### src/design/flash_eeprom_emulation_wear_level_unit_defines.svh
// Assertion macros shared by the wear-leveling EEPROM emulation design.
`ifndef FLASH_EEPROM_EMULATION_WEAR_LEVEL_UNIT_DEFINES_SVH
`define FLASH_EEPROM_EMULATION_WEAR_LEVEL_UNIT_DEFINES_SVH

// The consequent must hold in the same cycle as the antecedent.
`define FEWL_ASSERT_NOW(label, clk, rst_n, ante, cons) \
  label: assert property (@(posedge clk) disable iff (!rst_n) (ante) |-> (cons)) \
    else $error("assertion failed: same-cycle check");

// The consequent must hold in the cycle after the antecedent.
`define FEWL_ASSERT_NEXT(label, clk, rst_n, ante, cons) \
  label: assert property (@(posedge clk) disable iff (!rst_n) (ante) |=> (cons)) \
    else $error("assertion failed: next-cycle check");

`endif

### src/design/fewl_pkg.sv
// Shared types and codes for the wear-leveling EEPROM emulation unit.
package fewl_pkg;

  localparam int ADDR_W = 18;

  localparam logic [1:0] OP_SCAN  = 2'd0;
  localparam logic [1:0] OP_LOAD  = 2'd1;
  localparam logic [1:0] OP_READ  = 2'd2;
  localparam logic [1:0] OP_WRITE = 2'd3;

  localparam logic [2:0] KIND_ACK   = 3'd0;
  localparam logic [2:0] KIND_READ  = 3'd1;
  localparam logic [2:0] KIND_LOAD  = 3'd2;
  localparam logic [2:0] KIND_FRESH = 3'd3;
  localparam logic [2:0] KIND_PAGE  = 3'd4;

  localparam logic [7:0] TAG_ERASED = 8'hFF;

  typedef enum logic [2:0] {
    CMD_SCAN,
    CMD_LOAD,
    CMD_READ,
    CMD_WRITE,
    CMD_COMMIT
  } cmd_t;

  // One classified item as it travels from the front end to the back end.
  typedef struct packed {
    cmd_t       cmd;
    logic       hit;
    logic [5:0] offset;
    logic [7:0] data;
  } entry_t;

  typedef enum logic [1:0] {
    ST_IDLE,
    ST_FILL,
    ST_COMMIT,
    ST_STREAM
  } state_t;

endpackage

### src/design/fewl_front.sv
// Front end: accepts items and classifies them into back-end commands.
module fewl_front #(
  parameter int PAGE_BYTES = 64
) (
  input  logic             start,
  input  logic             busy,
  input  logic [1:0]       in_op,
  input  logic [5:0]       in_offset,
  input  logic [7:0]       in_data,
  input  logic             in_last,
  output logic             push,
  output fewl_pkg::entry_t entry
);

  logic [8:0] off_ext;
  logic       below_page;
  logic       below_tag;

  assign off_ext    = {3'b000, in_offset};
  assign below_page = off_ext < 9'(PAGE_BYTES);
  assign below_tag  = off_ext < 9'(PAGE_BYTES - 1);
  assign push       = start & ~busy;

  always_comb begin
    entry.offset = in_offset;
    entry.data   = in_data;
    entry.hit    = 1'b0;
    entry.cmd    = fewl_pkg::CMD_SCAN;
    unique case (in_op)
      fewl_pkg::OP_SCAN: begin
        entry.cmd = fewl_pkg::CMD_SCAN;
      end
      fewl_pkg::OP_LOAD: begin
        entry.cmd = fewl_pkg::CMD_LOAD;
        entry.hit = below_page;
      end
      fewl_pkg::OP_READ: begin
        entry.cmd = fewl_pkg::CMD_READ;
        entry.hit = below_tag;
      end
      fewl_pkg::OP_WRITE: begin
        entry.cmd = in_last ? fewl_pkg::CMD_COMMIT : fewl_pkg::CMD_WRITE;
        entry.hit = below_tag;
      end
      default: begin
        entry.cmd = fewl_pkg::CMD_SCAN;
      end
    endcase
  end

endmodule

### src/design/fewl_queue.sv
// Two-entry command queue between the front end and the back end.
module fewl_queue (
  input  logic             clk,
  input  logic             rst_n,
  input  logic             push,
  input  fewl_pkg::entry_t push_entry,
  input  logic             pop,
  output fewl_pkg::entry_t pop_entry,
  output logic             empty,
  output logic             full
);

  fewl_pkg::entry_t slot_r [2];
  logic       wr_ptr_r, wr_ptr_nxt;
  logic       rd_ptr_r, rd_ptr_nxt;
  logic [1:0] count_r, count_nxt;

  assign empty     = count_r == 2'd0;
  assign full      = count_r == 2'd2;
  assign pop_entry = slot_r[rd_ptr_r];

  always_comb begin
    wr_ptr_nxt = wr_ptr_r;
    rd_ptr_nxt = rd_ptr_r;
    count_nxt  = count_r;
    if (push) begin
      wr_ptr_nxt = ~wr_ptr_r;
    end
    if (pop) begin
      rd_ptr_nxt = ~rd_ptr_r;
    end
    if (push && !pop) begin
      count_nxt = count_r + 2'd1;
    end else if (pop && !push) begin
      count_nxt = count_r - 2'd1;
    end
  end

  always_ff @(posedge clk) begin
    if (!rst_n) begin
      wr_ptr_r <= 1'b0;
      rd_ptr_r <= 1'b0;
      count_r  <= 2'd0;
    end else begin
      wr_ptr_r <= wr_ptr_nxt;
      rd_ptr_r <= rd_ptr_nxt;
      count_r  <= count_nxt;
    end
  end

  always_ff @(posedge clk) begin
    if (push) begin
      slot_r[wr_ptr_r] <= push_entry;
    end
  end

endmodule

### src/design/fewl_back.sv
// Back end: scan tracking, page cache, commit sequencing and result output.
`include "flash_eeprom_emulation_wear_level_unit_defines.svh"

module fewl_back #(
  parameter int PAGE_BYTES    = 64,
  parameter int PAGES_PER_ROW = 4,
  parameter int ROWS          = 4
) (
  input  logic                        clk,
  input  logic                        rst_n,
  input  logic [fewl_pkg::ADDR_W-1:0] base_addr,
  input  fewl_pkg::entry_t            cmd_entry,
  input  logic                        cmd_empty,
  output logic                        cmd_pop,
  output logic                        out_valid,
  output logic [2:0]                  out_kind,
  output logic [7:0]                  out_data_res,
  output logic [fewl_pkg::ADDR_W-1:0] out_flash_address,
  output logic                        out_erase_row,
  output logic [fewl_pkg::ADDR_W-1:0] out_erase_address,
  output logic                        out_final_res
);

  localparam int CW        = $clog2(PAGE_BYTES);
  localparam int RW        = $clog2(ROWS);
  localparam int PW        = (PAGES_PER_ROW > 1) ? $clog2(PAGES_PER_ROW) : 1;
  localparam int ROW_BYTES = PAGES_PER_ROW * PAGE_BYTES;

  function automatic logic [fewl_pkg::ADDR_W-1:0] page_addr(
    input logic [fewl_pkg::ADDR_W-1:0] base,
    input logic [RW-1:0]               row,
    input logic [PW-1:0]               page
  );
    logic [31:0] sum;
    sum = 32'(base) + 32'(row) * 32'(ROW_BYTES) + 32'(page) * 32'(PAGE_BYTES);
    return sum[fewl_pkg::ADDR_W-1:0];
  endfunction

  logic [7:0] cache_mem [PAGE_BYTES];

  fewl_pkg::state_t state_r, state_nxt;
  logic [7:0]    gen_r, gen_nxt;
  logic [RW-1:0] row_r, row_nxt;
  logic [PW-1:0] page_r, page_nxt;
  logic [RW-1:0] scan_row_r, scan_row_nxt;
  logic [PW-1:0] scan_page_r, scan_page_nxt;
  logic          scan_done_r, scan_done_nxt;
  logic          erase_pend_r, erase_pend_nxt;
  logic [CW-1:0] cnt_r, cnt_nxt;

  logic          res_vld_r, res_vld_nxt;
  logic [2:0]    res_kind_r, res_kind_nxt;
  logic          res_mem_r, res_mem_nxt;
  logic          res_addr_r, res_addr_nxt;
  logic          res_erase_r, res_erase_nxt;
  logic          res_final_r, res_final_nxt;
  logic [7:0]    rd_data_r;

  logic          mem_we;
  logic [CW-1:0] mem_waddr;
  logic [7:0]    mem_wdata;
  logic          mem_re;
  logic [CW-1:0] mem_raddr;

  logic [8:0]    off_ext;
  logic [CW-1:0] cmd_addr;
  logic [7:0]    tag_diff;
  logic [7:0]    gen_inc;
  logic          cnt_last;

  assign off_ext  = {3'b000, cmd_entry.offset};
  assign cmd_addr = off_ext[CW-1:0];
  assign tag_diff = cmd_entry.data - gen_r;
  assign gen_inc  = gen_r + 8'd1;
  assign cnt_last = cnt_r == CW'(PAGE_BYTES - 1);

  always_comb begin
    state_nxt      = state_r;
    gen_nxt        = gen_r;
    row_nxt        = row_r;
    page_nxt       = page_r;
    scan_row_nxt   = scan_row_r;
    scan_page_nxt  = scan_page_r;
    scan_done_nxt  = scan_done_r;
    erase_pend_nxt = erase_pend_r;
    cnt_nxt        = cnt_r;
    res_vld_nxt    = 1'b0;
    res_kind_nxt   = fewl_pkg::KIND_ACK;
    res_mem_nxt    = 1'b0;
    res_addr_nxt   = 1'b0;
    res_erase_nxt  = 1'b0;
    res_final_nxt  = 1'b1;
    mem_we         = 1'b0;
    mem_waddr      = cmd_addr;
    mem_wdata      = cmd_entry.data;
    mem_re         = 1'b0;
    mem_raddr      = cmd_addr;
    cmd_pop        = 1'b0;
    unique case (state_r)
      fewl_pkg::ST_IDLE: begin
        if (!cmd_empty) begin
          cmd_pop = 1'b1;
          unique case (cmd_entry.cmd)
            fewl_pkg::CMD_SCAN: begin
              res_vld_nxt = 1'b1;
              if (scan_done_r) begin
                res_kind_nxt = fewl_pkg::KIND_ACK;
              end else if (cmd_entry.data == fewl_pkg::TAG_ERASED) begin
                scan_done_nxt = 1'b1;
                if (gen_r == fewl_pkg::TAG_ERASED) begin
                  // Empty region: start fresh at the last page so the first
                  // commit wraps to the start of the region.
                  row_nxt      = RW'(ROWS - 1);
                  page_nxt     = PW'(PAGES_PER_ROW - 1);
                  res_kind_nxt = fewl_pkg::KIND_FRESH;
                  cnt_nxt      = '0;
                  state_nxt    = fewl_pkg::ST_FILL;
                end else begin
                  res_kind_nxt = fewl_pkg::KIND_LOAD;
                  res_addr_nxt = 1'b1;
                end
              end else begin
                if (gen_r == fewl_pkg::TAG_ERASED || !tag_diff[7]) begin
                  gen_nxt  = cmd_entry.data;
                  row_nxt  = scan_row_r;
                  page_nxt = scan_page_r;
                end
                if (scan_row_r == RW'(ROWS - 1) &&
                    scan_page_r == PW'(PAGES_PER_ROW - 1)) begin
                  scan_done_nxt = 1'b1;
                  res_kind_nxt  = fewl_pkg::KIND_LOAD;
                  res_addr_nxt  = 1'b1;
                end else begin
                  res_kind_nxt = fewl_pkg::KIND_ACK;
                  if (scan_page_r == PW'(PAGES_PER_ROW - 1)) begin
                    scan_page_nxt = '0;
                    scan_row_nxt  = scan_row_r + RW'(1);
                  end else begin
                    scan_page_nxt = scan_page_r + PW'(1);
                  end
                end
              end
            end
            fewl_pkg::CMD_LOAD, fewl_pkg::CMD_WRITE: begin
              mem_we      = cmd_entry.hit;
              res_vld_nxt = 1'b1;
            end
            fewl_pkg::CMD_READ: begin
              mem_re       = 1'b1;
              res_vld_nxt  = 1'b1;
              res_kind_nxt = fewl_pkg::KIND_READ;
              res_mem_nxt  = cmd_entry.hit;
            end
            fewl_pkg::CMD_COMMIT: begin
              mem_we    = cmd_entry.hit;
              state_nxt = fewl_pkg::ST_COMMIT;
            end
            default: begin
              res_vld_nxt = 1'b0;
            end
          endcase
        end
      end
      fewl_pkg::ST_FILL: begin
        mem_we    = 1'b1;
        mem_waddr = cnt_r;
        mem_wdata = cnt_last ? 8'h00 : 8'hFF;
        cnt_nxt   = cnt_r + CW'(1);
        if (cnt_last) begin
          state_nxt = fewl_pkg::ST_IDLE;
        end
      end
      fewl_pkg::ST_COMMIT: begin
        cnt_nxt   = '0;
        state_nxt = fewl_pkg::ST_STREAM;
        if (page_r == PW'(PAGES_PER_ROW - 1)) begin
          page_nxt       = '0;
          erase_pend_nxt = 1'b1;
          if (row_r == RW'(ROWS - 1)) begin
            // Whole region wrapped: bump the generation, skipping the erased code.
            row_nxt   = '0;
            gen_nxt   = (gen_inc == fewl_pkg::TAG_ERASED) ? 8'h00 : gen_inc;
            mem_we    = 1'b1;
            mem_waddr = CW'(PAGE_BYTES - 1);
            mem_wdata = (gen_inc == fewl_pkg::TAG_ERASED) ? 8'h00 : gen_inc;
          end else begin
            row_nxt = row_r + RW'(1);
          end
        end else begin
          page_nxt       = page_r + PW'(1);
          erase_pend_nxt = 1'b0;
        end
      end
      fewl_pkg::ST_STREAM: begin
        mem_re        = 1'b1;
        mem_raddr     = cnt_r;
        res_vld_nxt   = 1'b1;
        res_kind_nxt  = fewl_pkg::KIND_PAGE;
        res_mem_nxt   = 1'b1;
        res_addr_nxt  = 1'b1;
        res_erase_nxt = erase_pend_r && cnt_r == '0;
        res_final_nxt = cnt_last;
        cnt_nxt       = cnt_r + CW'(1);
        if (cnt_last) begin
          state_nxt = fewl_pkg::ST_IDLE;
        end
      end
      default: begin
        state_nxt = fewl_pkg::ST_IDLE;
      end
    endcase
  end

  always_ff @(posedge clk) begin
    if (!rst_n) begin
      state_r      <= fewl_pkg::ST_IDLE;
      gen_r        <= fewl_pkg::TAG_ERASED;
      row_r        <= '0;
      page_r       <= '0;
      scan_row_r   <= '0;
      scan_page_r  <= '0;
      scan_done_r  <= 1'b0;
      erase_pend_r <= 1'b0;
      cnt_r        <= '0;
      res_vld_r    <= 1'b0;
    end else begin
      state_r      <= state_nxt;
      gen_r        <= gen_nxt;
      row_r        <= row_nxt;
      page_r       <= page_nxt;
      scan_row_r   <= scan_row_nxt;
      scan_page_r  <= scan_page_nxt;
      scan_done_r  <= scan_done_nxt;
      erase_pend_r <= erase_pend_nxt;
      cnt_r        <= cnt_nxt;
      res_vld_r    <= res_vld_nxt;
    end
  end

  always_ff @(posedge clk) begin
    res_kind_r  <= res_kind_nxt;
    res_mem_r   <= res_mem_nxt;
    res_addr_r  <= res_addr_nxt;
    res_erase_r <= res_erase_nxt;
    res_final_r <= res_final_nxt;
  end

  always_ff @(posedge clk) begin
    if (mem_we) begin
      cache_mem[mem_waddr] <= mem_wdata;
    end
    if (mem_re) begin
      rd_data_r <= cache_mem[mem_raddr];
    end
  end

  // Row and page stay put while a beat that needs their address is on the outputs.
  assign out_valid         = res_vld_r;
  assign out_kind          = res_kind_r;
  assign out_data_res      = res_mem_r ? rd_data_r : 8'h00;
  assign out_flash_address = res_addr_r ? page_addr(base_addr, row_r, page_r) : '0;
  assign out_erase_row     = res_erase_r;
  assign out_erase_address = res_erase_r ? page_addr(base_addr, row_r, PW'(0)) : '0;
  assign out_final_res     = res_final_r;

  `FEWL_ASSERT_NEXT(a_stream_ends, clk, rst_n, state_r == fewl_pkg::ST_STREAM && cnt_last, state_r == fewl_pkg::ST_IDLE)
  `FEWL_ASSERT_NEXT(a_stream_contiguous, clk, rst_n, res_vld_r && res_kind_r == fewl_pkg::KIND_PAGE && !res_final_r, res_vld_r && res_kind_r == fewl_pkg::KIND_PAGE)
  `FEWL_ASSERT_NOW(a_fresh_fills, clk, rst_n, res_vld_r && res_kind_r == fewl_pkg::KIND_FRESH, state_r == fewl_pkg::ST_FILL)

endmodule

### src/design/flash_eeprom_emulation_wear_level_unit.sv
// Accepted items pass through the command queue and their result beats are registered.
// A commit's 64 page beats (PAGE_BYTES in general) follow its commit step, one per cycle.
// Scan, load, read and plain write: one item per cycle while busy is low; a commit holds the
// back end through its commit step and page stream, and a fresh start through its cache fill.
// busy rises when the two-entry command queue is full. Results cannot be stalled.
// Reset (synchronous, rst_n low) clears scan state and queue; the page cache is not cleared.
module flash_eeprom_emulation_wear_level_unit #(
  parameter int PAGE_BYTES    = 64,
  parameter int PAGES_PER_ROW = 4,
  parameter int ROWS          = 4
) (
  input  logic                        clk,
  input  logic                        rst_n,
  input  logic                        start,
  output logic                        busy,
  input  logic [1:0]                  in_op,
  input  logic [5:0]                  in_offset,
  input  logic [7:0]                  in_data,
  input  logic                        in_last,
  output logic                        out_valid,
  output logic [2:0]                  out_kind,
  output logic [7:0]                  out_data_res,
  output logic [fewl_pkg::ADDR_W-1:0] out_flash_address,
  output logic                        out_erase_row,
  output logic [fewl_pkg::ADDR_W-1:0] out_erase_address,
  output logic                        out_final_res,
  input  logic                        psel,
  input  logic                        penable,
  input  logic                        pwrite,
  input  logic [2:0]                  paddr,
  input  logic [31:0]                 pwdata,
  output logic [31:0]                 prdata,
  output logic                        pready
);

  logic [fewl_pkg::ADDR_W-1:0] cfg_base_r;
  logic                        cfg_wr;

  logic             push;
  fewl_pkg::entry_t push_entry;
  fewl_pkg::entry_t pop_entry;
  logic             pop;
  logic             q_empty;
  logic             q_full;

  assign pready = 1'b1;
  assign cfg_wr = psel & penable & pwrite & ~paddr[2];
  assign prdata = paddr[2] ? 32'h0 : 32'(cfg_base_r);
  assign busy   = q_full;

  always_ff @(posedge clk) begin
    if (!rst_n) begin
      cfg_base_r <= 18'd261120;
    end else if (cfg_wr) begin
      cfg_base_r <= pwdata[fewl_pkg::ADDR_W-1:0];
    end
  end

  fewl_front #(
    .PAGE_BYTES(PAGE_BYTES)
  ) u_front (
    .start    (start),
    .busy     (busy),
    .in_op    (in_op),
    .in_offset(in_offset),
    .in_data  (in_data),
    .in_last  (in_last),
    .push     (push),
    .entry    (push_entry)
  );

  fewl_queue u_queue (
    .clk       (clk),
    .rst_n     (rst_n),
    .push      (push),
    .push_entry(push_entry),
    .pop       (pop),
    .pop_entry (pop_entry),
    .empty     (q_empty),
    .full      (q_full)
  );

  fewl_back #(
    .PAGE_BYTES   (PAGE_BYTES),
    .PAGES_PER_ROW(PAGES_PER_ROW),
    .ROWS         (ROWS)
  ) u_back (
    .clk              (clk),
    .rst_n            (rst_n),
    .base_addr        (cfg_base_r),
    .cmd_entry        (pop_entry),
    .cmd_empty        (q_empty),
    .cmd_pop          (pop),
    .out_valid        (out_valid),
    .out_kind         (out_kind),
    .out_data_res     (out_data_res),
    .out_flash_address(out_flash_address),
    .out_erase_row    (out_erase_row),
    .out_erase_address(out_erase_address),
    .out_final_res    (out_final_res)
  );

endmodule
### config.mk
export PLATFORM = sky130hd
export DESIGN_NAME = flash_eeprom_emulation_wear_level_unit
export DESIGN_NICKNAME = d
export VERILOG_FILES = /design/src/design/fewl_pkg.sv /design/src/design/fewl_front.sv /design/src/design/fewl_queue.sv /design/src/design/fewl_back.sv /design/src/design/flash_eeprom_emulation_wear_level_unit.sv
export VERILOG_INCLUDE_DIRS = /design/src /design/src/design
export SDC_FILE = /design/constraint.sdc
export NUM_CORES = 1
export LEC_CHECK = 0
export BUFFER_PORTS_ARGS = -buffer_cell sky130_fd_sc_hd__buf_2
export CAP_MARGIN = 20
export CORE_MARGIN = 5
export CORE_UTILIZATION = 50
export DETAILED_ROUTE_END_ITERATION = 10
export GPL_ROUTABILITY_DRIVEN = 0
export PLACE_DENSITY = 0.73
export RECOVER_POWER = 50
export SYNTH_ARGS = -nofsm -noshare
export SYNTH_HDL_FRONTEND = slang
export SYNTH_SLANG_ARGS = --single-unit
### constraint.sdc
create_clock -name clk -period 6.4 [get_ports clk]
set_clock_uncertainty 0.2 [all_clocks]
set_input_delay 0.32 -clock clk [delete_from_list [all_inputs] [get_ports clk]]
set_output_delay 0.32 -clock clk [all_outputs]
set_load 0.02 [all_outputs]
# Word-level counts from Yosys, hierarchy flattened

Memories as Yosys holds them, arrays and structs flattened. A register that Yosys moved wholly into a read port is not among the register bits.
Cells that the tools add are included.

Bits in registers: 56
Latch bits: 0
RAM bits: 548
Bits in read-only memories: 0
Input bits: 58
Output and inout port bits: 84
Word-level logic and storage cells: 203
Memories kept: 2

Add/subtract/negate cells: 11
Multiply operators: 0
Div/mod/pow operators: 0
$lt $le $gt $ge: 2
Eq/ne operators: 35
Shift operators: 0
Muxes and demuxes: 95
Bitwise operators: 12
Reductions and logical operators: 27

Memory list:

| memory           | depth | width | rd ports | clocked after Yosys merged registers in | wr ports | line             | RTL |
|---|---|---|---|---|---|---|---|
| u_back.cache_mem | 64    | 8     | 1        | 1                                       | 1        | fewl_back.sv:39  | `logic [7:0] cache_mem [PAGE_BYTES];` |
| u_queue.slot_r   | 2     | 18    | 1        | 1                                       | 1        | fewl_queue.sv:13 | `fewl_pkg::entry_t slot_r [2];` |

Operators with widths:

| kind                                                             | count |
|---|---|
| 8-bit two-way mux                                                | 12 |
| 18-bit two-way mux                                               | 3 |
| 6-bit two-way mux                                                | 8 |
| 2-bit two-way mux                                                | 23 |
| 8-bit case mux with 2 select lines                               | 2 |
| 1-bit two-way mux                                                | 28 |
| 8-bit == test (second input constant)                            | 3 |
| 18-bit by 10-bit adder with 18-bit output                        | 1 |
| 18-bit by 8-bit adder with 18-bit output                         | 1 |
| 2-bit == test (second input constant)                            | 9 |
| 6-bit case mux with 3 select lines                               | 1 |
| 6-bit AND reduction                                              | 3 |
| 7-bit AND reduction                                              | 2 |
| 3-bit two-way mux                                                | 4 |
| 2-bit by 1-bit != test with 1-bit output (second input constant) | 6 |
| 2-bit case mux with 2 select lines                               | 3 |
| 3-bit case mux with 2 select lines                               | 2 |
| 3-bit case mux with 4 select lines                               | 1 |
| 6-bit case mux with 2 select lines                               | 1 |
| 2-bit by 1-bit adder with 2-bit output (second input constant)   | 5 |
| 1-bit case mux with 2 select lines                               | 5 |
| 3-bit != test (second input constant)                            | 3 |
| 8-bit by 1-bit adder with 8-bit output (second input constant)   | 1 |
| 2-bit != test (second input constant)                            | 4 |
| other kinds (29)                                                 | 51 |

# Longest topological paths before layout

Gate-level depths: netlist of run 1.

Depth after elaboration: 9
Mapped depth: 15
Depth with buffers taken out: 11

# Cells and area by module

From an unflattened synthesis of run 1, not the netlist that was laid out.

Cells, all modules: 2644
Area, all modules: 28731.3 um2

Modules (own cells, without submodules):

| module                                 | instances | cells an instance | area an instance (um2) | seq. area each (um2) |
|---|---|---|---|---|
| fewl_back                              | 1         | 2430              | 26033.7                | 16295.6 |
| fewl_queue                             | 1         | 78                | 1515.2                 | 1181.1 |
| flash_eeprom_emulation_wear_level_unit | 1         | 115               | 1028.5                 | 360.3 |
| fewl_front                             | 1         | 21                | 153.9                  | 0.0 |

# Least setup slack after synthesis of run 1

No wires, ideal clock.

Kind: reg-to-reg
From: reg u_back.state_r[0]
To: mem u_back.cache_mem[0][0], data pin
Setup time: 0.565 ns
Arrival: 3.298 ns
Required time: 5.635 ns
Path slack: 2.337 ns
Cell stages (with the launch flop): 7
Path buffers: 2
Clock period less this slack: 4.063 ns
Path through: dfxtp_1 -> inv_1 -> ha_1 -> clkbuf_1 -> clkbuf_1 -> nand2_1 -> a22oi_1

Word-level cells in the longest chain between the ends: 2
Elaborated cells between the ends (all ways): 3
Those cells by class: eq/ne: 2; mux: 1

Ends and longest elaborated chain:

| element                                                                   | line             | RTL |
|---|---|---|
| start: declaration                                                        | fewl_back.sv:41  | `fewl_pkg::state_t state_r, state_nxt;` |
| start signal: assignment                                                  | fewl_back.sv:216 | `state_r <= fewl_pkg::ST_IDLE;` |
| start signal: assignment                                                  | fewl_back.sv:227 | `state_r <= state_nxt;` |
| 2-bit == test or 2-bit by 1-bit == test with 1-bit output (tied branches) | fewl_back.sv:99  | `unique case (state_r)` |
| 8-bit case mux with 2 select lines (*)                                    | fewl_back.sv:99  |  |
| via u_back.mem_wdata[0]                                                   | fewl_back.sv:61  | `logic [7:0] mem_wdata;` |
| end: declaration                                                          | fewl_back.sv:39  |  |

Mark *: on every way through the listed nets, which the timed path passes. The rest lies on a longest branch.

==> impl_results.html, run 1 <==
<table>
<tr><th>Metric</th><th>Value</th></tr>
<tr><th colspan="2">CTS</th></tr>
<tr><td>Clk sinks</td><td>613</td></tr>
<tr><td>Insertion delay to the later sink of the worst-skew pair</td><td>0.64 ns</td></tr>
<tr><td>Max clock buf depth</td><td>3</td></tr>
<tr><td>Root buffer selected by CTS</td><td>sky130_fd_sc_hd__clkbuf_16</td></tr>
<tr><td>Number of buffers added for setup after CTS</td><td>0</td></tr>
<tr><td>TritonCTS buffer count</td><td>60</td></tr>
<tr><td>Number of H-tree levels</td><td>2</td></tr>
<tr><td>Clock tree from TritonCTS</td><td>built</td></tr>
<tr><td>Clock-pin transition on the worst setup and hold timing paths</td><td>~0.060 ns</td></tr>
<tr><th colspan="2">STA</th></tr>
<tr><td>RSZ-0062 raised after global routing</td><td>false</td></tr>
<tr><td>Setup WS post-layout</td><td>1.22 ns</td></tr>
<tr><td>Final Max Tran Viols</td><td>455</td></tr>
<tr><td>Worst slew margin</td><td>-126%</td></tr>
<tr><td>Tcrit/Tclk final</td><td>approximately four fifths</td></tr>
<tr><td>Worst slack on hold paths</td><td>0.232 ns</td></tr>
<tr><td>Max Clock Freq</td><td>0.193 GHz</td></tr>
<tr><td>Count of final hold-check violations</td><td>0</td></tr>
<tr><td>Sum Neg Setup Slack</td><td>0 ns</td></tr>
<tr><td>Final period demand of the worst path</td><td>roughly 5.2 ns</td></tr>
<tr><td>Measured slew at the worst slew-check pin</td><td>between 3 and 4 ns</td></tr>
<tr><td>Count of final setup violators</td><td>0</td></tr>
<tr><th colspan="2">Final layout</th></tr>
<tr><td>Final core utilization</td><td>approximately 57%</td></tr>
<tr><td>Fraction of final layout cells with drive strength greater than 1</td><td>8.90%</td></tr>
<tr><td>Number of inserted filler cells in the final layout</td><td>4084</td></tr>
<tr><td>Final-stage net count</td><td>about 2300</td></tr>
<tr><td>Register Area</td><td>17800 um^2</td></tr>
<tr><td>Post-Layout Inst Area</td><td>about 30000 um^2</td></tr>
<tr><td>Final non-filler cell total</td><td>2936</td></tr>
<tr><td>Total area of multi-input combinational cells</td><td>7940 um^2</td></tr>
<tr><td>Layout overhead on the synthesized area</td><td>13.0%</td></tr>
<tr><th colspan="2">Yosys</th></tr>
<tr><td>Unique cell type count in the Yosys netlist</td><td>70</td></tr>
<tr><td>Leading area contributor after synthesis</td><td>sky130_fd_sc_hd__edfxtp_1</td></tr>
<tr><td>Synthesized area</td><td>26400 um^2</td></tr>
<tr><td>Synth top area share</td><td>63.2%</td></tr>
<tr><td>Most common cell in the netlist</td><td>sky130_fd_sc_hd__edfxtp_1</td></tr>
<tr><td>Post-synthesis instance total</td><td>2077</td></tr>
<tr><td>Share of synthesized registers carrying an async set or reset</td><td>0%</td></tr>
<tr><td>Sequential fraction of the synthesis area</td><td>about two thirds</td></tr>
<tr><td>Top FF cell, synth</td><td>sky130_fd_sc_hd__edfxtp_1</td></tr>
<tr><td>Seq cells post-synth</td><td>613</td></tr>
<tr><td>Mean Syn Cell Area</td><td>12.7 um^2</td></tr>
<tr><td>EDFF count, synth</td><td>approximately 560</td></tr>
<tr><td>Yosys Warn Count</td><td>0</td></tr>
<tr><td>List of most frequent post-synthesis cells</td><td>sky130_fd_sc_hd__edfxtp_1, sky130_fd_sc_hd__nand2_1, sky130_fd_sc_hd__and2_1, sky130_fd_sc_hd__nor2_1, sky130_fd_sc_hd__a211oi_1</td></tr>
<tr><td>Top cells by area in the synthesized netlist</td><td>sky130_fd_sc_hd__edfxtp_1, sky130_fd_sc_hd__nand2_1, sky130_fd_sc_hd__dfxtp_1</td></tr>
<tr><th colspan="2">Setup path</th></tr>
<tr><td>Slowest cell on crit path</td><td>sky130_fd_sc_hd__clkbuf_1</td></tr>
<tr><td>Crit path cell chain</td><td>clkbuf_1, mux2i_1, a22oi_2, clkbuf_1</td></tr>
<tr><td>Cell mode on critical path</td><td>sky130_fd_sc_hd__clkbuf_1</td></tr>
<tr><td>WS Path Type</td><td>flop to flop</td></tr>
<tr><td>Signal arrival time at the worst endpoint</td><td>roughly 4.9 ns</td></tr>
<tr><td>Biggest fanout along the worst timing path</td><td>64</td></tr>
<tr><td>Worst stage delay on the critical path</td><td>between 2 and 2.5 ns</td></tr>
<tr><td>Critical Path Start Type</td><td>flop</td></tr>
<tr><td>Required @ worst endpoint</td><td>6.14 ns</td></tr>
<tr><td>Top cell family by delay on the critical path</td><td>buffers and inverters</td></tr>
<tr><td>Kind of end point of the critical path</td><td>flop</td></tr>
<tr><td>Number of buffer and inverter instances along the worst setup path</td><td>2</td></tr>
<tr><th colspan="2">Floorplanning</th></tr>
<tr><td>Vertical die dimension</td><td>~240 um</td></tr>
<tr><td>Die Area</td><td>roughly 58000 um^2</td></tr>
<tr><td>Core Footprint</td><td>52400 um^2</td></tr>
<tr><td>Standard-cell rows</td><td>84</td></tr>
<tr><td>Number of primary I/O pins</td><td>142</td></tr>
<tr><td>Horizontal die dimension</td><td>240 um</td></tr>
<tr><td>Starting density of the core</td><td>roughly half</td></tr>
<tr><th colspan="2">Pwr</th></tr>
<tr><td>Total power</td><td>12.6 mW</td></tr>
<tr><td>Share of total power in the clock network</td><td>27.1%</td></tr>
<tr><td>Internal power</td><td>8.32 mW</td></tr>
<tr><td>Proportion of power drawn by flip-flops and latches</td><td>43.0%</td></tr>
<tr><td>Worst supply voltage drop on vdd</td><td>387 uV</td></tr>
<tr><td>Part of the total power dissipated in combinational logic</td><td>29.9%</td></tr>
<tr><td>Reported leakage power</td><td>10.2 nW</td></tr>
<tr><td>Power per standard cell area</td><td>424 nW/um^2</td></tr>
<tr><td>Power spent charging and discharging nets</td><td>4.32 mW</td></tr>
<tr><td>Switching part of the total power</td><td>34.2%</td></tr>
<tr><th colspan="2">Detailed routing</th></tr>
<tr><td>Initial DRC Count</td><td>1677</td></tr>
<tr><td>Routed Wire Length</td><td>around 62000 um</td></tr>
<tr><td>1st-pass router iterations</td><td>5</td></tr>
<tr><td>Routed wire length per instance</td><td>21.3 um</td></tr>
<tr><td>Antenna viol nets, final</td><td>0</td></tr>
<tr><td>Post-route DRC</td><td>0</td></tr>
<tr><td>DR vias/cell</td><td>5.88</td></tr>
<tr><td>Via count</td><td>roughly 17000</td></tr>
<tr><th colspan="2">Hold path</th></tr>
<tr><td>Tightest Hold Check Type</td><td>primary input to flop</td></tr>
<tr><th colspan="2">Global route</th></tr>
<tr><td>Number of global-route vias before repair</td><td>17000</td></tr>
<tr><td>Wire length of the first global-routing pass</td><td>94400 um</td></tr>
<tr><td>Residual overflow from global routing</td><td>0</td></tr>
<tr><td>Initial antenna violation count</td><td>2</td></tr>
<tr><td>Pin count of the biggest net entering global routing</td><td>150</td></tr>
<tr><td>Overall Global Routing Usage</td><td>21.1%</td></tr>
<tr><th colspan="2">Outcome</th></tr>
<tr><td>Run status</td><td>finished with violations</td></tr>
<tr><td>Violations in the final reports</td><td>max-capacitance violations, max-slew violations</td></tr>
<tr><th colspan="2">Placed design</th></tr>
<tr><td>Buffers added on ports</td><td>110</td></tr>
<tr><td>Instance area at placement</td><td>27600 um^2</td></tr>
<tr><td>HPWL after detailed placement</td><td>37000 um</td></tr>
<tr><td>Count of placed standard cells including taps</td><td>2777</td></tr>
<tr><td>Worst slack after detailed placement</td><td>1.97 ns</td></tr>
<tr><th colspan="2">Flow run</th></tr>
<tr><td>Maxcap violations</td><td>7</td></tr>
</table>
==> cell families after synthesis <==
| family | after synthesis | synth area share [%] |
|---|---|---|
| simple gates | 757 | 13.4 |
| flops | 613 | 67.5 |
| xor+xnor | 30 | 0.994 |
| other cells | 2 | 0.0284 |
| mux | 77 | 3.07 |
| fa+ha+maj | 26 | 1.29 |
| buf+inv | 166 | 2.82 |
| compound gates | 406 | 10.9 |
==> power by group through the flow <==
stage / Combinational (mW) / Clock, mW / Sequential, mW
2_1_floorplan: 2.36 / 0 / 5.45
3_3_place_gp: 3.65 / 0 / 5.41
3_5_place_dp: 3.74 / 0 / 5.42
4_1_cts: 3.77 / 3.48 / 5.34
5_1_grt: 4.05 / 3.66 / 5.46
6_report: 3.78 / 3.43 / 5.44
==> layout make-up <==
class                   count  area share, %
flip-flops and latches    613           59.7
clock inverters            38           1.14
diodes                      1        0.00838
multi-input cells        1311           26.6
repair buffers            186           4.04
well taps                 688           2.88
clock buffers              73           5.26
inverters                  26          0.327
==> registers in the layout, indices dropped and copies added, names as in the netlist, 2 cells and up, named ones only <==
register / cells
u_back.state_r: 2
cfg_base_r: 18
u_back.row_r: 2
u_back.scan_page_r: 2
u_queue.count_r: 2
u_back.gen_r: 8
u_queue.slot_r: 36
u_back.rd_data_r: 8
u_back.page_r: 2
u_back.scan_row_r: 2
u_back.out_kind: 3
u_back.cnt_r: 6
u_back.cache_mem: 512
==> timing repair <==
item                                    in CTS  in global routing
hold endpoints to repair                    66                  0
endpoints found under the setup margin       0                  0
resized for setup                            0                  0
hold buffers                                46                  0
==> placed cells by master (no fill, tap or decap), drive strengths merged, types with 26 or more instances in the layout <==
| master | netlist | routed |
|---|---|---|
| dlygate4sd3 | 0 | 46 |
| clkbuf | 74 | 145 |
| edfxtp | 556 | 556 |
| o21ai | 42 | 42 |
| nor2 | 135 | 135 |
| clkinv | 0 | 29 |
| a311oi | 28 | 28 |
| nand2 | 350 | 350 |
| nand3 | 26 | 26 |
| nor2b | 31 | 31 |
| mux2 | 26 | 26 |
| and2 | 148 | 148 |
| a211oi | 111 | 111 |
| mux2i | 51 | 51 |
| buf | 66 | 68 |
| dfxtp | 57 | 57 |
| a21oi | 50 | 50 |
| a31oi | 67 | 67 |
| inv | 26 | 29 |
==> layer usage <==
metal,part of all wire (%),GRT usage (%)
met2,49,36.4
met4,3.6,7.98
met3,7.7,3.18
met5,0,0
met1,40,27.4
==> worst paths after layout <==
check | endpoint | slack (ns) | cells after the start | start
worst max-delay path | u_back.cache_mem[34][4]$_DFFE_PP_ | 1.22 | 4 | flop
worst min-delay path | u_queue.slot_r[1][2]$_DFFE_PP_ | 0.23 | 2 | in_data[2]
worst max register to register | u_back.cache_mem[34][4]$_DFFE_PP_ | 1.22 | 4 | flop
worst min register to register | cfg_base_r[8]$_SDFFE_PN0P_ | 0.28 | 2 | cfg_base_r[8]$_SDFFE_PN0P_
Power figures use the tool's default switching activity.
==> run 2, diff against run 1 <==
--- a/config.mk
+++ b/config.mk
@@ -6,6 +6,7 @@
 export SDC_FILE = /design/constraint.sdc
 export NUM_CORES = 1
 export LEC_CHECK = 0
+export ABC_AREA = 1
 export BUFFER_PORTS_ARGS = -buffer_cell sky130_fd_sc_hd__buf_2
 export CAP_MARGIN = 20
 export CORE_MARGIN = 5
==> constraint.sdc (replaced) <==
create_clock -name clk -period 5.3 [get_ports clk]
set_clock_uncertainty 0.2 [all_clocks]
set_input_delay 0.265 -clock clk [delete_from_list [all_inputs] [get_ports clk]]
set_output_delay 0.265 -clock clk [all_outputs]
set_load 0.02 [all_outputs]
==> run 2 against run 1 <==
Net effect: the flow still finishes with violations (max-capacitance violations, max-slew violations); critical path depth grew 5; total power grew 53%; wire length grew 15%; area after synthesis grew 8.1%; sequential power grew 33%; final cell count grew 34%; via count grew 24%; register-to-register slack lost 0.38 ns; die area grew 7.7%; largest cell class unchanged.
==> impl_results.html, run 2 <==
<table>
<tr><th>Metric</th><th>Value</th></tr>
<tr><th colspan="2">Global route</th></tr>
<tr><td>Pin count of the biggest net entering global routing</td><td>130</td></tr>
<tr><td>Residual overflow from global routing</td><td>0</td></tr>
<tr><td>Initial antenna violation count</td><td>0</td></tr>
<tr><td>Wire length of the first global-routing pass</td><td>between 100000 and 150000 um</td></tr>
<tr><td>Overall Global Routing Usage</td><td>22.5%</td></tr>
<tr><td>Number of global-route vias before repair</td><td>21100</td></tr>
<tr><th colspan="2">Yosys</th></tr>
<tr><td>Top FF cell, synth</td><td>sky130_fd_sc_hd__edfxtp_1</td></tr>
<tr><td>Post-synthesis instance total</td><td>2994</td></tr>
<tr><td>Sequential fraction of the synthesis area</td><td>62.5%</td></tr>
<tr><td>Synth top area share</td><td>58.5%</td></tr>
<tr><td>List of most frequent post-synthesis cells</td><td>sky130_fd_sc_hd__nand2_1, sky130_fd_sc_hd__nand3_1, sky130_fd_sc_hd__edfxtp_1, sky130_fd_sc_hd__inv_1, sky130_fd_sc_hd__nor2_1</td></tr>
<tr><td>Synthesized area</td><td>~29000 um^2</td></tr>
<tr><td>Seq cells post-synth</td><td>613</td></tr>
<tr><td>Top cells by area in the synthesized netlist</td><td>sky130_fd_sc_hd__edfxtp_1, sky130_fd_sc_hd__nand3_1, sky130_fd_sc_hd__nand2_1</td></tr>
<tr><td>Unique cell type count in the Yosys netlist</td><td>38</td></tr>
<tr><td>Leading area contributor after synthesis</td><td>sky130_fd_sc_hd__edfxtp_1</td></tr>
<tr><td>EDFF count, synth</td><td>556</td></tr>
<tr><td>Yosys Warn Count</td><td>0</td></tr>
<tr><td>Mean Syn Cell Area</td><td>9.54 um^2</td></tr>
<tr><td>Share of synthesized registers carrying an async set or reset</td><td>0%</td></tr>
<tr><td>Most common cell in the netlist</td><td>sky130_fd_sc_hd__nand2_1</td></tr>
<tr><th colspan="2">Pwr</th></tr>
<tr><td>Power per standard cell area</td><td>594 nW/um^2</td></tr>
<tr><td>Worst supply voltage drop on vdd</td><td>573 uV</td></tr>
<tr><td>Total power</td><td>between 15 and 20 mW</td></tr>
<tr><td>Reported leakage power</td><td>roughly 14 nW</td></tr>
<tr><th colspan="2">Final layout</th></tr>
<tr><td>Final non-filler cell total</td><td>3922</td></tr>
<tr><td>Antenna cell count</td><td>0</td></tr>
<tr><td>Number of flip-flops under the largest register name</td><td>512</td></tr>
<tr><td>Number of inserted filler cells in the final layout</td><td>4645</td></tr>
<tr><td>Fraction of final layout cells with drive strength greater than 1</td><td>approximately 5.7%</td></tr>
<tr><td>Most frequent cells in the layout</td><td>sky130_fd_sc_hd__nand2_1, sky130_fd_sc_hd__nand3_1, sky130_fd_sc_hd__edfxtp_1</td></tr>
<tr><td>Final core utilization</td><td>between 50% and 60%</td></tr>
<tr><td>Register with the most flip-flops</td><td>u_back.cache_mem</td></tr>
<tr><td>Final-stage net count</td><td>3199</td></tr>
<tr><td>Largest regs</td><td>u_back.cache_mem x512, u_queue.slot_r x36, cfg_base_r x18</td></tr>
<tr><td>Layout overhead on the synthesized area</td><td>13.7%</td></tr>
<tr><td>Most frequent standard cell in the layout excluding fill and tap cells</td><td>sky130_fd_sc_hd__nand2_1</td></tr>
<tr><th colspan="2">STA</th></tr>
<tr><td>Count of final hold-check violations</td><td>0</td></tr>
<tr><td>Measured slew at the worst slew-check pin</td><td>2.10 ns</td></tr>
<tr><td>Max Clock Freq</td><td>between 0.2 and 0.25 GHz</td></tr>
<tr><td>Tcrit/Tclk final</td><td>a little over four fifths</td></tr>
<tr><td>Final period demand of the worst path</td><td>4.46 ns</td></tr>
<tr><td>Worst slew margin</td><td>-40.1%</td></tr>
<tr><td>Final Max Tran Viols</td><td>around 390</td></tr>
<tr><td>Count of final setup violators</td><td>0</td></tr>
<tr><td>Sum Neg Setup Slack</td><td>0 ns</td></tr>
<tr><td>RSZ-0062 raised after global routing</td><td>false</td></tr>
<tr><th colspan="2">Setup path</th></tr>
<tr><td>Required @ worst endpoint</td><td>5.22 ns</td></tr>
<tr><td>Signal arrival time at the worst endpoint</td><td>about 4.4 ns</td></tr>
<tr><td>Critical Path Start Type</td><td>flop</td></tr>
<tr><td>Start of the worst register-to-register path</td><td>u_back.gen_r[1]$_SDFFE_PN1P_</td></tr>
<tr><td>Biggest fanout along the worst timing path</td><td>40</td></tr>
<tr><td>Kind of end point of the critical path</td><td>flop</td></tr>
<tr><td>Worst setup path startpoint</td><td>u_back.gen_r[1]$_SDFFE_PN1P_</td></tr>
<tr><td>WS Path Type</td><td>flop to flop</td></tr>
<tr><th colspan="2">Hold path</th></tr>
<tr><td>Hold path startpoint</td><td>in_data[6]</td></tr>
<tr><td>Tightest Hold Check Type</td><td>primary input to flop</td></tr>
<tr><th colspan="2">CTS</th></tr>
<tr><td>Root buffer selected by CTS</td><td>sky130_fd_sc_hd__clkbuf_16</td></tr>
<tr><td># resized after CTS</td><td>0</td></tr>
<tr><td>Clk sinks</td><td>a little over 600</td></tr>
<tr><td>Clock tree from TritonCTS</td><td>built</td></tr>
<tr><td>Number of buffers added for setup after CTS</td><td>0</td></tr>
<tr><td>TritonCTS buffer count</td><td>60</td></tr>
<tr><td>Number of H-tree levels</td><td>2</td></tr>
<tr><td>Max clock buf depth</td><td>3</td></tr>
<tr><td>Insertion delay to the later sink of the worst-skew pair</td><td>0.64 ns</td></tr>
<tr><td>Clock-pin transition on the worst setup and hold timing paths</td><td>0.06 ns</td></tr>
<tr><th colspan="2">Detailed routing</th></tr>
<tr><td>Routed wire length per instance</td><td>18.3 um</td></tr>
<tr><td>Post-route DRC</td><td>0</td></tr>
<tr><td>Antenna viol nets, final</td><td>0</td></tr>
<tr><td>1st-pass router iterations</td><td>6</td></tr>
<tr><td>Initial DRC Count</td><td>2096</td></tr>
<tr><td>Via count</td><td>21400</td></tr>
<tr><td>DR vias/cell</td><td>roughly 5.5</td></tr>
<tr><td>Routed Wire Length</td><td>71700 um</td></tr>
<tr><th colspan="2">Outcome</th></tr>
<tr><td>Violations in the final reports</td><td>max-capacitance violations, max-slew violations</td></tr>
<tr><td>Run status</td><td>finished with violations</td></tr>
<tr><th colspan="2">Flow run</th></tr>
<tr><td>Maxcap violations</td><td>8</td></tr>
<tr><th colspan="2">Floorplanning</th></tr>
<tr><td>Vertical die dimension</td><td>249 um</td></tr>
<tr><td>Standard-cell rows</td><td>87</td></tr>
<tr><td>Number of primary I/O pins</td><td>142</td></tr>
<tr><td>Core Footprint</td><td>around 56000 um^2</td></tr>
<tr><td>Die Area</td><td>62000 um^2</td></tr>
<tr><td>Horizontal die dimension</td><td>249 um</td></tr>
<tr><td>Starting density of the core</td><td>50.5%</td></tr>
<tr><th colspan="2">Placed design</th></tr>
<tr><td>HPWL after detailed placement</td><td>~43000 um</td></tr>
<tr><td>Buffers added on ports</td><td>110</td></tr>
<tr><td>Count of placed standard cells including taps</td><td>3751</td></tr>
</table>
run 2: cell types whose count changed in the layout (fill, tap and decap cells not counted), sizes merged, moves of 26 or more:
cell	previous run	this run
nand3	26	584
inv	29	531
nand2	350	648
and2	148	0
a211oi	111	1
nand3b	2	81
a31oi	67	2
mux2i	51	3
nor2b	31	0
a311oi	28	0
nor2	135	163
mux2	26	0
run 2: where the power goes:
| part | leakage [nW] | internal (mW) | switching, mW |
|---|---|---|---|
| combinational | 7.18 | 1.65 | 5.72 |
| clock | 1.05 | 2.84 | 1.84 |
| sequential | 5.48 | 7.14 | 0.103 |
run 2: layout make-up:
class                      count  area (um^2)  area share [%]
tap                          756          946            2.91
clock buffer                  73         1570            4.84
multi-input combinational   1708         8180            25.2
sequential                   613        17800            54.9
clock inverter                40          613            1.89
inverter                     529         1990            6.11
timing repair buffer         203         1350            4.15
run 2: kinds of logic (layout without fill, tap and decap cells):
logic type                 Yosys count  in the layout  share of synthesized area, %
other                                2             15                        0.0263
buffers and inverters              686            845                          9.45
DFF                                613            613                          62.5
AOI/OAI and AO/OA                  149            149                          2.83
xor gates and xnor gates            11             11                         0.337
adders and majority gates           26             26                          1.19
muxes                                3              3                         0.105
and+or+nand+nor                   1504           1504                          23.6
run 2: path summary, 6_finish.rpt:
kind,slack (ns),to,cells past startpoint
hold / removal,0.15,u_queue.slot_r[1][6]$_DFFE_PP_,2
setup / recovery,0.84,u_back.cache_mem[18][0]$_DFFE_PP_,9
hold reg to reg,0.27,u_queue.rd_ptr_r$_SDFFE_PN0P_,1
setup reg to reg,0.84,u_back.cache_mem[18][0]$_DFFE_PP_,9
run 2: through the flow:
| stage | cell area, um^2 | setup slack [ns] | hold slack, ns |
|---|---|---|---|
| finish | 32500 | 0.843 | 0.154 |
| global route | 32500 | 0.498 | 0.143 |
| CTS | 32600 | 1.20 | 0.124 |
| detailed placement | 29900 | 1.23 | 0.251 |
| global placement | 29900 | 1.28 | 0.240 |
| floorplan | 28600 | 1.22 | 0.164 |
run 2: metal layers:
| layer | wire length, um | share of wire (%) | GRT usage (%) | up-vias |
|---|---|---|---|---|
| li1 | - | - | - | 10100 |
| met4 | 3210 | 4.5 | 10.3 | 0 |
| met2 | 33700 | 47 | 37.3 | 1014 |
| met5 | 0 | 0 | 0 | - |
| met3 | 6150 | 8.6 | 3.61 | 206 |
| met1 | 28600 | 40 | 29.3 | 10100 |
run 2: worst max-delay path: stages, from the launching register on:
cell and delay, ns:
sky130_fd_sc_hd__dfxtp_1 0.42, sky130_fd_sc_hd__ha_1 0.22, sky130_fd_sc_hd__nand3_1 0.13, sky130_fd_sc_hd__nor3_1 0.32
sky130_fd_sc_hd__xor2_1 0.17, sky130_fd_sc_hd__inv_1 0.08, sky130_fd_sc_hd__nand3_1 0.36, sky130_fd_sc_hd__nand3_1 0.15
sky130_fd_sc_hd__a21oi_1 0.33, sky130_fd_sc_hd__clkbuf_1 1.53
run 2: repair_timing:
| action | 4_1_cts | 5_1_grt |
|---|---|---|
| endpoints found under the hold margin | 68 | 0 |
| endpoints found under the setup margin | 0 | 0 |
| hold buffers | 57 | 0 |
==> run 3, diff against run 2 <==
--- a/config.mk
+++ b/config.mk
@@ -6,14 +6,14 @@
 export SDC_FILE = /design/constraint.sdc
 export NUM_CORES = 1
 export LEC_CHECK = 0
-export ABC_AREA = 1
+export ABC_AREA = 0
 export BUFFER_PORTS_ARGS = -buffer_cell sky130_fd_sc_hd__buf_2
 export CAP_MARGIN = 20
 export CORE_MARGIN = 5
 export CORE_UTILIZATION = 50
 export DETAILED_ROUTE_END_ITERATION = 10
 export GPL_ROUTABILITY_DRIVEN = 0
-export PLACE_DENSITY = 0.73
+export PLACE_DENSITY = 0.76
 export RECOVER_POWER = 50
 export SYNTH_ARGS = -nofsm -noshare
 export SYNTH_HDL_FRONTEND = slang
==> constraint.sdc (replaced) <==
create_clock -name clk -period 3.75 [get_ports clk]
set_clock_uncertainty 0.2 [all_clocks]
set_input_delay 0.1875 -clock clk [delete_from_list [all_inputs] [get_ports clk]]
set_output_delay 0.1875 -clock clk [all_outputs]
set_load 0.02 [all_outputs]
==> run 3 against run 2 <==
Net effect: the flow now finishes without violations; maximum frequency grew 23%; sequential power rose by 26%; sequential share of layout area rose by 3.0 points; worst setup slack lost 0.72 ns; critical path type unchanged; critical endpoint is now u_back.rd_data_r[0]$_DFFE_PP_.
==> impl_results.html, run 3 (same netlist as run 1, synthesis figures left out) <==
<table>
<tr><th>Metric</th><th>Value</th></tr>
<tr><th colspan="2">Detailed routing</th></tr>
<tr><td>1st-pass router iterations</td><td>6</td></tr>
<tr><td>Routed wire length per instance</td><td>20.9 um</td></tr>
<tr><td>Antenna viol nets, final</td><td>0</td></tr>
<tr><td>DR vias/cell</td><td>5.88</td></tr>
<tr><td>Post-route DRC</td><td>0</td></tr>
<tr><td>Routed Wire Length</td><td>around 64000 um</td></tr>
<tr><td>Initial DRC Count</td><td>about 1900</td></tr>
<tr><td>Via count</td><td>approximately 18000</td></tr>
<tr><th colspan="2">Setup path</th></tr>
<tr><td>Worst Setup EP</td><td>u_back.rd_data_r[0]$_DFFE_PP_</td></tr>
<tr><td>Worst setup path startpoint</td><td>u_back.state_r[0]$_SDFFE_PN0P_</td></tr>
<tr><td>Start of the worst register-to-register path</td><td>u_back.state_r[0]$_SDFFE_PN0P_</td></tr>
<tr><td>Critical Path Start Type</td><td>flop</td></tr>
<tr><td>Required @ worst endpoint</td><td>~3.9 ns</td></tr>
<tr><td>R2R Setup Slk</td><td>0.12 ns</td></tr>
<tr><td>Signal arrival time at the worst endpoint</td><td>3.81 ns</td></tr>
<tr><td>WS Path Type</td><td>flop to flop</td></tr>
<tr><td>Kind of end point of the critical path</td><td>flop</td></tr>
<tr><td>Length in cells of the worst reg-to-reg path</td><td>10</td></tr>
<tr><td>Biggest fanout along the worst timing path</td><td>between 40 and 50</td></tr>
<tr><td>Reg-to-reg critical path endpoint</td><td>u_back.rd_data_r[0]$_DFFE_PP_</td></tr>
<tr><th colspan="2">Final layout</th></tr>
<tr><td>Register Area</td><td>approximately 18000 um^2</td></tr>
<tr><td>Number of flip-flops under the largest register name</td><td>between 500 and 600</td></tr>
<tr><td>Post-Layout Inst Area</td><td>30800 um^2</td></tr>
<tr><td>Most frequent cells in the layout</td><td>sky130_fd_sc_hd__edfxtp_1, sky130_fd_sc_hd__nand2_1, sky130_fd_sc_hd__and2_1</td></tr>
<tr><td>Largest regs</td><td>u_back.cache_mem x512, u_queue.slot_r x36, cfg_base_r x18</td></tr>
<tr><td>Layout overhead on the synthesized area</td><td>16.5%</td></tr>
<tr><td>Fraction of final layout cells with drive strength greater than 1</td><td>a little over an eighth</td></tr>
<tr><td>Total area of multi-input combinational cells</td><td>between 7000 and 8000 um^2</td></tr>
<tr><td>Number of inserted filler cells in the final layout</td><td>3944</td></tr>
<tr><td>Register with the most flip-flops</td><td>u_back.cache_mem</td></tr>
<tr><td>Most frequent standard cell in the layout excluding fill and tap cells</td><td>sky130_fd_sc_hd__edfxtp_1</td></tr>
<tr><td>Final-stage net count</td><td>2384</td></tr>
<tr><td>Final non-filler cell total</td><td>3041</td></tr>
<tr><th colspan="2">CTS</th></tr>
<tr><td>Clk sinks</td><td>613</td></tr>
<tr><td>Clock-pin transition on the worst setup and hold timing paths</td><td>0.06 ns</td></tr>
<tr><td>TritonCTS buffer count</td><td>60</td></tr>
<tr><td>Insertion delay to the later sink of the worst-skew pair</td><td>0.63 ns</td></tr>
<tr><td>Number of H-tree levels</td><td>2</td></tr>
<tr><td># resized after CTS</td><td>0</td></tr>
<tr><td>Max clock buf depth</td><td>3</td></tr>
<tr><td>Root buffer selected by CTS</td><td>sky130_fd_sc_hd__clkbuf_16</td></tr>
<tr><td>Clock tree from TritonCTS</td><td>built</td></tr>
<tr><th colspan="2">Floorplanning</th></tr>
<tr><td>Standard-cell rows</td><td>84</td></tr>
<tr><td>Die Area</td><td>57500 um^2</td></tr>
<tr><td>Number of primary I/O pins</td><td>142</td></tr>
<tr><td>Starting density of the core</td><td>slightly above 50%</td></tr>
<tr><td>Vertical die dimension</td><td>240 um</td></tr>
<tr><td>Horizontal die dimension</td><td>240 um</td></tr>
<tr><td>Core Footprint</td><td>around 52000 um^2</td></tr>
<tr><th colspan="2">Placed design</th></tr>
<tr><td>Count of placed standard cells including taps</td><td>2880</td></tr>
<tr><td>Worst slack after detailed placement</td><td>0.277 ns</td></tr>
<tr><td>Instance area at placement</td><td>28500 um^2</td></tr>
<tr><td>Buffers added on ports</td><td>110</td></tr>
<tr><td>HPWL after detailed placement</td><td>39600 um</td></tr>
<tr><th colspan="2">STA</th></tr>
<tr><td>Setup WS post-layout</td><td>between 0.1 and 0.15 ns</td></tr>
<tr><td>Worst slew margin</td><td>2.04%</td></tr>
<tr><td>Sum Neg Setup Slack</td><td>0 ns</td></tr>
<tr><td>Tcrit/Tclk final</td><td>96.8%</td></tr>
<tr><td>Count of final setup violators</td><td>0</td></tr>
<tr><td>RSZ-0062 raised after global routing</td><td>false</td></tr>
<tr><td>Final period demand of the worst path</td><td>3.63 ns</td></tr>
<tr><td>Max Clock Freq</td><td>0.275 GHz</td></tr>
<tr><td>Final Max Tran Viols</td><td>0</td></tr>
<tr><td>Count of final hold-check violations</td><td>0</td></tr>
<tr><td>Measured slew at the worst slew-check pin</td><td>1.47 ns</td></tr>
<tr><th colspan="2">Flow run</th></tr>
<tr><td>Maxcap violations</td><td>0</td></tr>
<tr><th colspan="2">Pwr</th></tr>
<tr><td>Reported leakage power</td><td>between 10 and 15 nW</td></tr>
<tr><td>Total power</td><td>22.0 mW</td></tr>
<tr><td>Power per standard cell area</td><td>approximately 710 nW/um^2</td></tr>
<tr><td>Worst supply voltage drop on vdd</td><td>600 uV</td></tr>
<tr><th colspan="2">Global route</th></tr>
<tr><td>Wire length of the first global-routing pass</td><td>96900 um</td></tr>
<tr><td>Pin count of the biggest net entering global routing</td><td>between 60 and 70</td></tr>
<tr><td>Overall Global Routing Usage</td><td>21.5%</td></tr>
<tr><td>Residual overflow from global routing</td><td>0</td></tr>
<tr><td>Number of global-route vias before repair</td><td>17400</td></tr>
<tr><td>Initial antenna violation count</td><td>2</td></tr>
<tr><th colspan="2">Hold path</th></tr>
<tr><td>Tightest Hold Check Type</td><td>primary input to flop</td></tr>
<tr><th colspan="2">Outcome</th></tr>
<tr><td>Run status</td><td>finished, final reports clean</td></tr>
</table>
==> run 3: metal layers <==
metal	global-route usage, %	share of wire (%)	routed length (um)	vias up
li1	-	-	-	8123
met1	28.4	39	24800	8784
met2	36.5	49	31400	824
met3	3.14	8.0	5100	159
met4	8.10	3.6	2280	2
met5	0	0.011	7	-
==> run 3: critical path, cell delays in order (launching register included) <==
cell	delay, ns
sky130_fd_sc_hd__dfxtp_1	0.38
sky130_fd_sc_hd__ha_1	0.39
sky130_fd_sc_hd__inv_2	0.23
sky130_fd_sc_hd__mux2i_4	0.32
sky130_fd_sc_hd__buf_12	0.25
sky130_fd_sc_hd__buf_4	0.21
sky130_fd_sc_hd__a211oi_1	0.32
sky130_fd_sc_hd__a31oi_1	0.14
sky130_fd_sc_hd__a221oi_1	0.39
sky130_fd_sc_hd__o22ai_1	0.21
sky130_fd_sc_hd__a221o_1	0.32
==> run 3: worst min path at each step <==
stage,depth (start not counted),from,to
global placement,1,in_data[3],u_queue.slot_r[0][3]$_DFFE_PP_
floorplan,0,in_data[0],u_queue.slot_r[0][0]$_DFFE_PP_
detailed placement,1,in_data[3],u_queue.slot_r[0][3]$_DFFE_PP_
finish,2,in_data[4],u_queue.slot_r[0][4]$_DFFE_PP_
global route,2,in_data[4],u_queue.slot_r[1][4]$_DFFE_PP_
CTS,2,in_data[4],u_queue.slot_r[1][4]$_DFFE_PP_
==> run 3: per-stage QoR <==
step                util [%]  hold WS [ns]
finish                  58.7        0.0932
floorplan                  -        0.0864
detailed placement      54.4         0.183
CTS                     59.0        0.0552
global placement        54.4         0.178
global route            58.7        0.0999
==> run 3: layout make-up <==
class / count / area share, %
Clock inverter: 41 / 1.29
Timing Repair Buffer: 288 / 6.65
Clock buffer: 73 / 5.21
Antenna cell: 1 / 0.00813
Sequential cell: 613 / 57.9
Inverter: 26 / 0.317
Multi-Input combinational cell: 1311 / 25.8
Tap cell: 688 / 2.80
==> run 3: what timing repair did <==
item | in CTS | in global routing
setup buffers | 0 | 0
hold buffers | 46 | 0
endpoints found under the hold margin | 70 | 0
==> run 3: power breakdown <==
part | internal, mW | switching, mW
sequential | 9.01 | 0.126
combinational | 1.97 | 4.80
clock | 3.48 | 2.56
total | 14.5 | 7.49
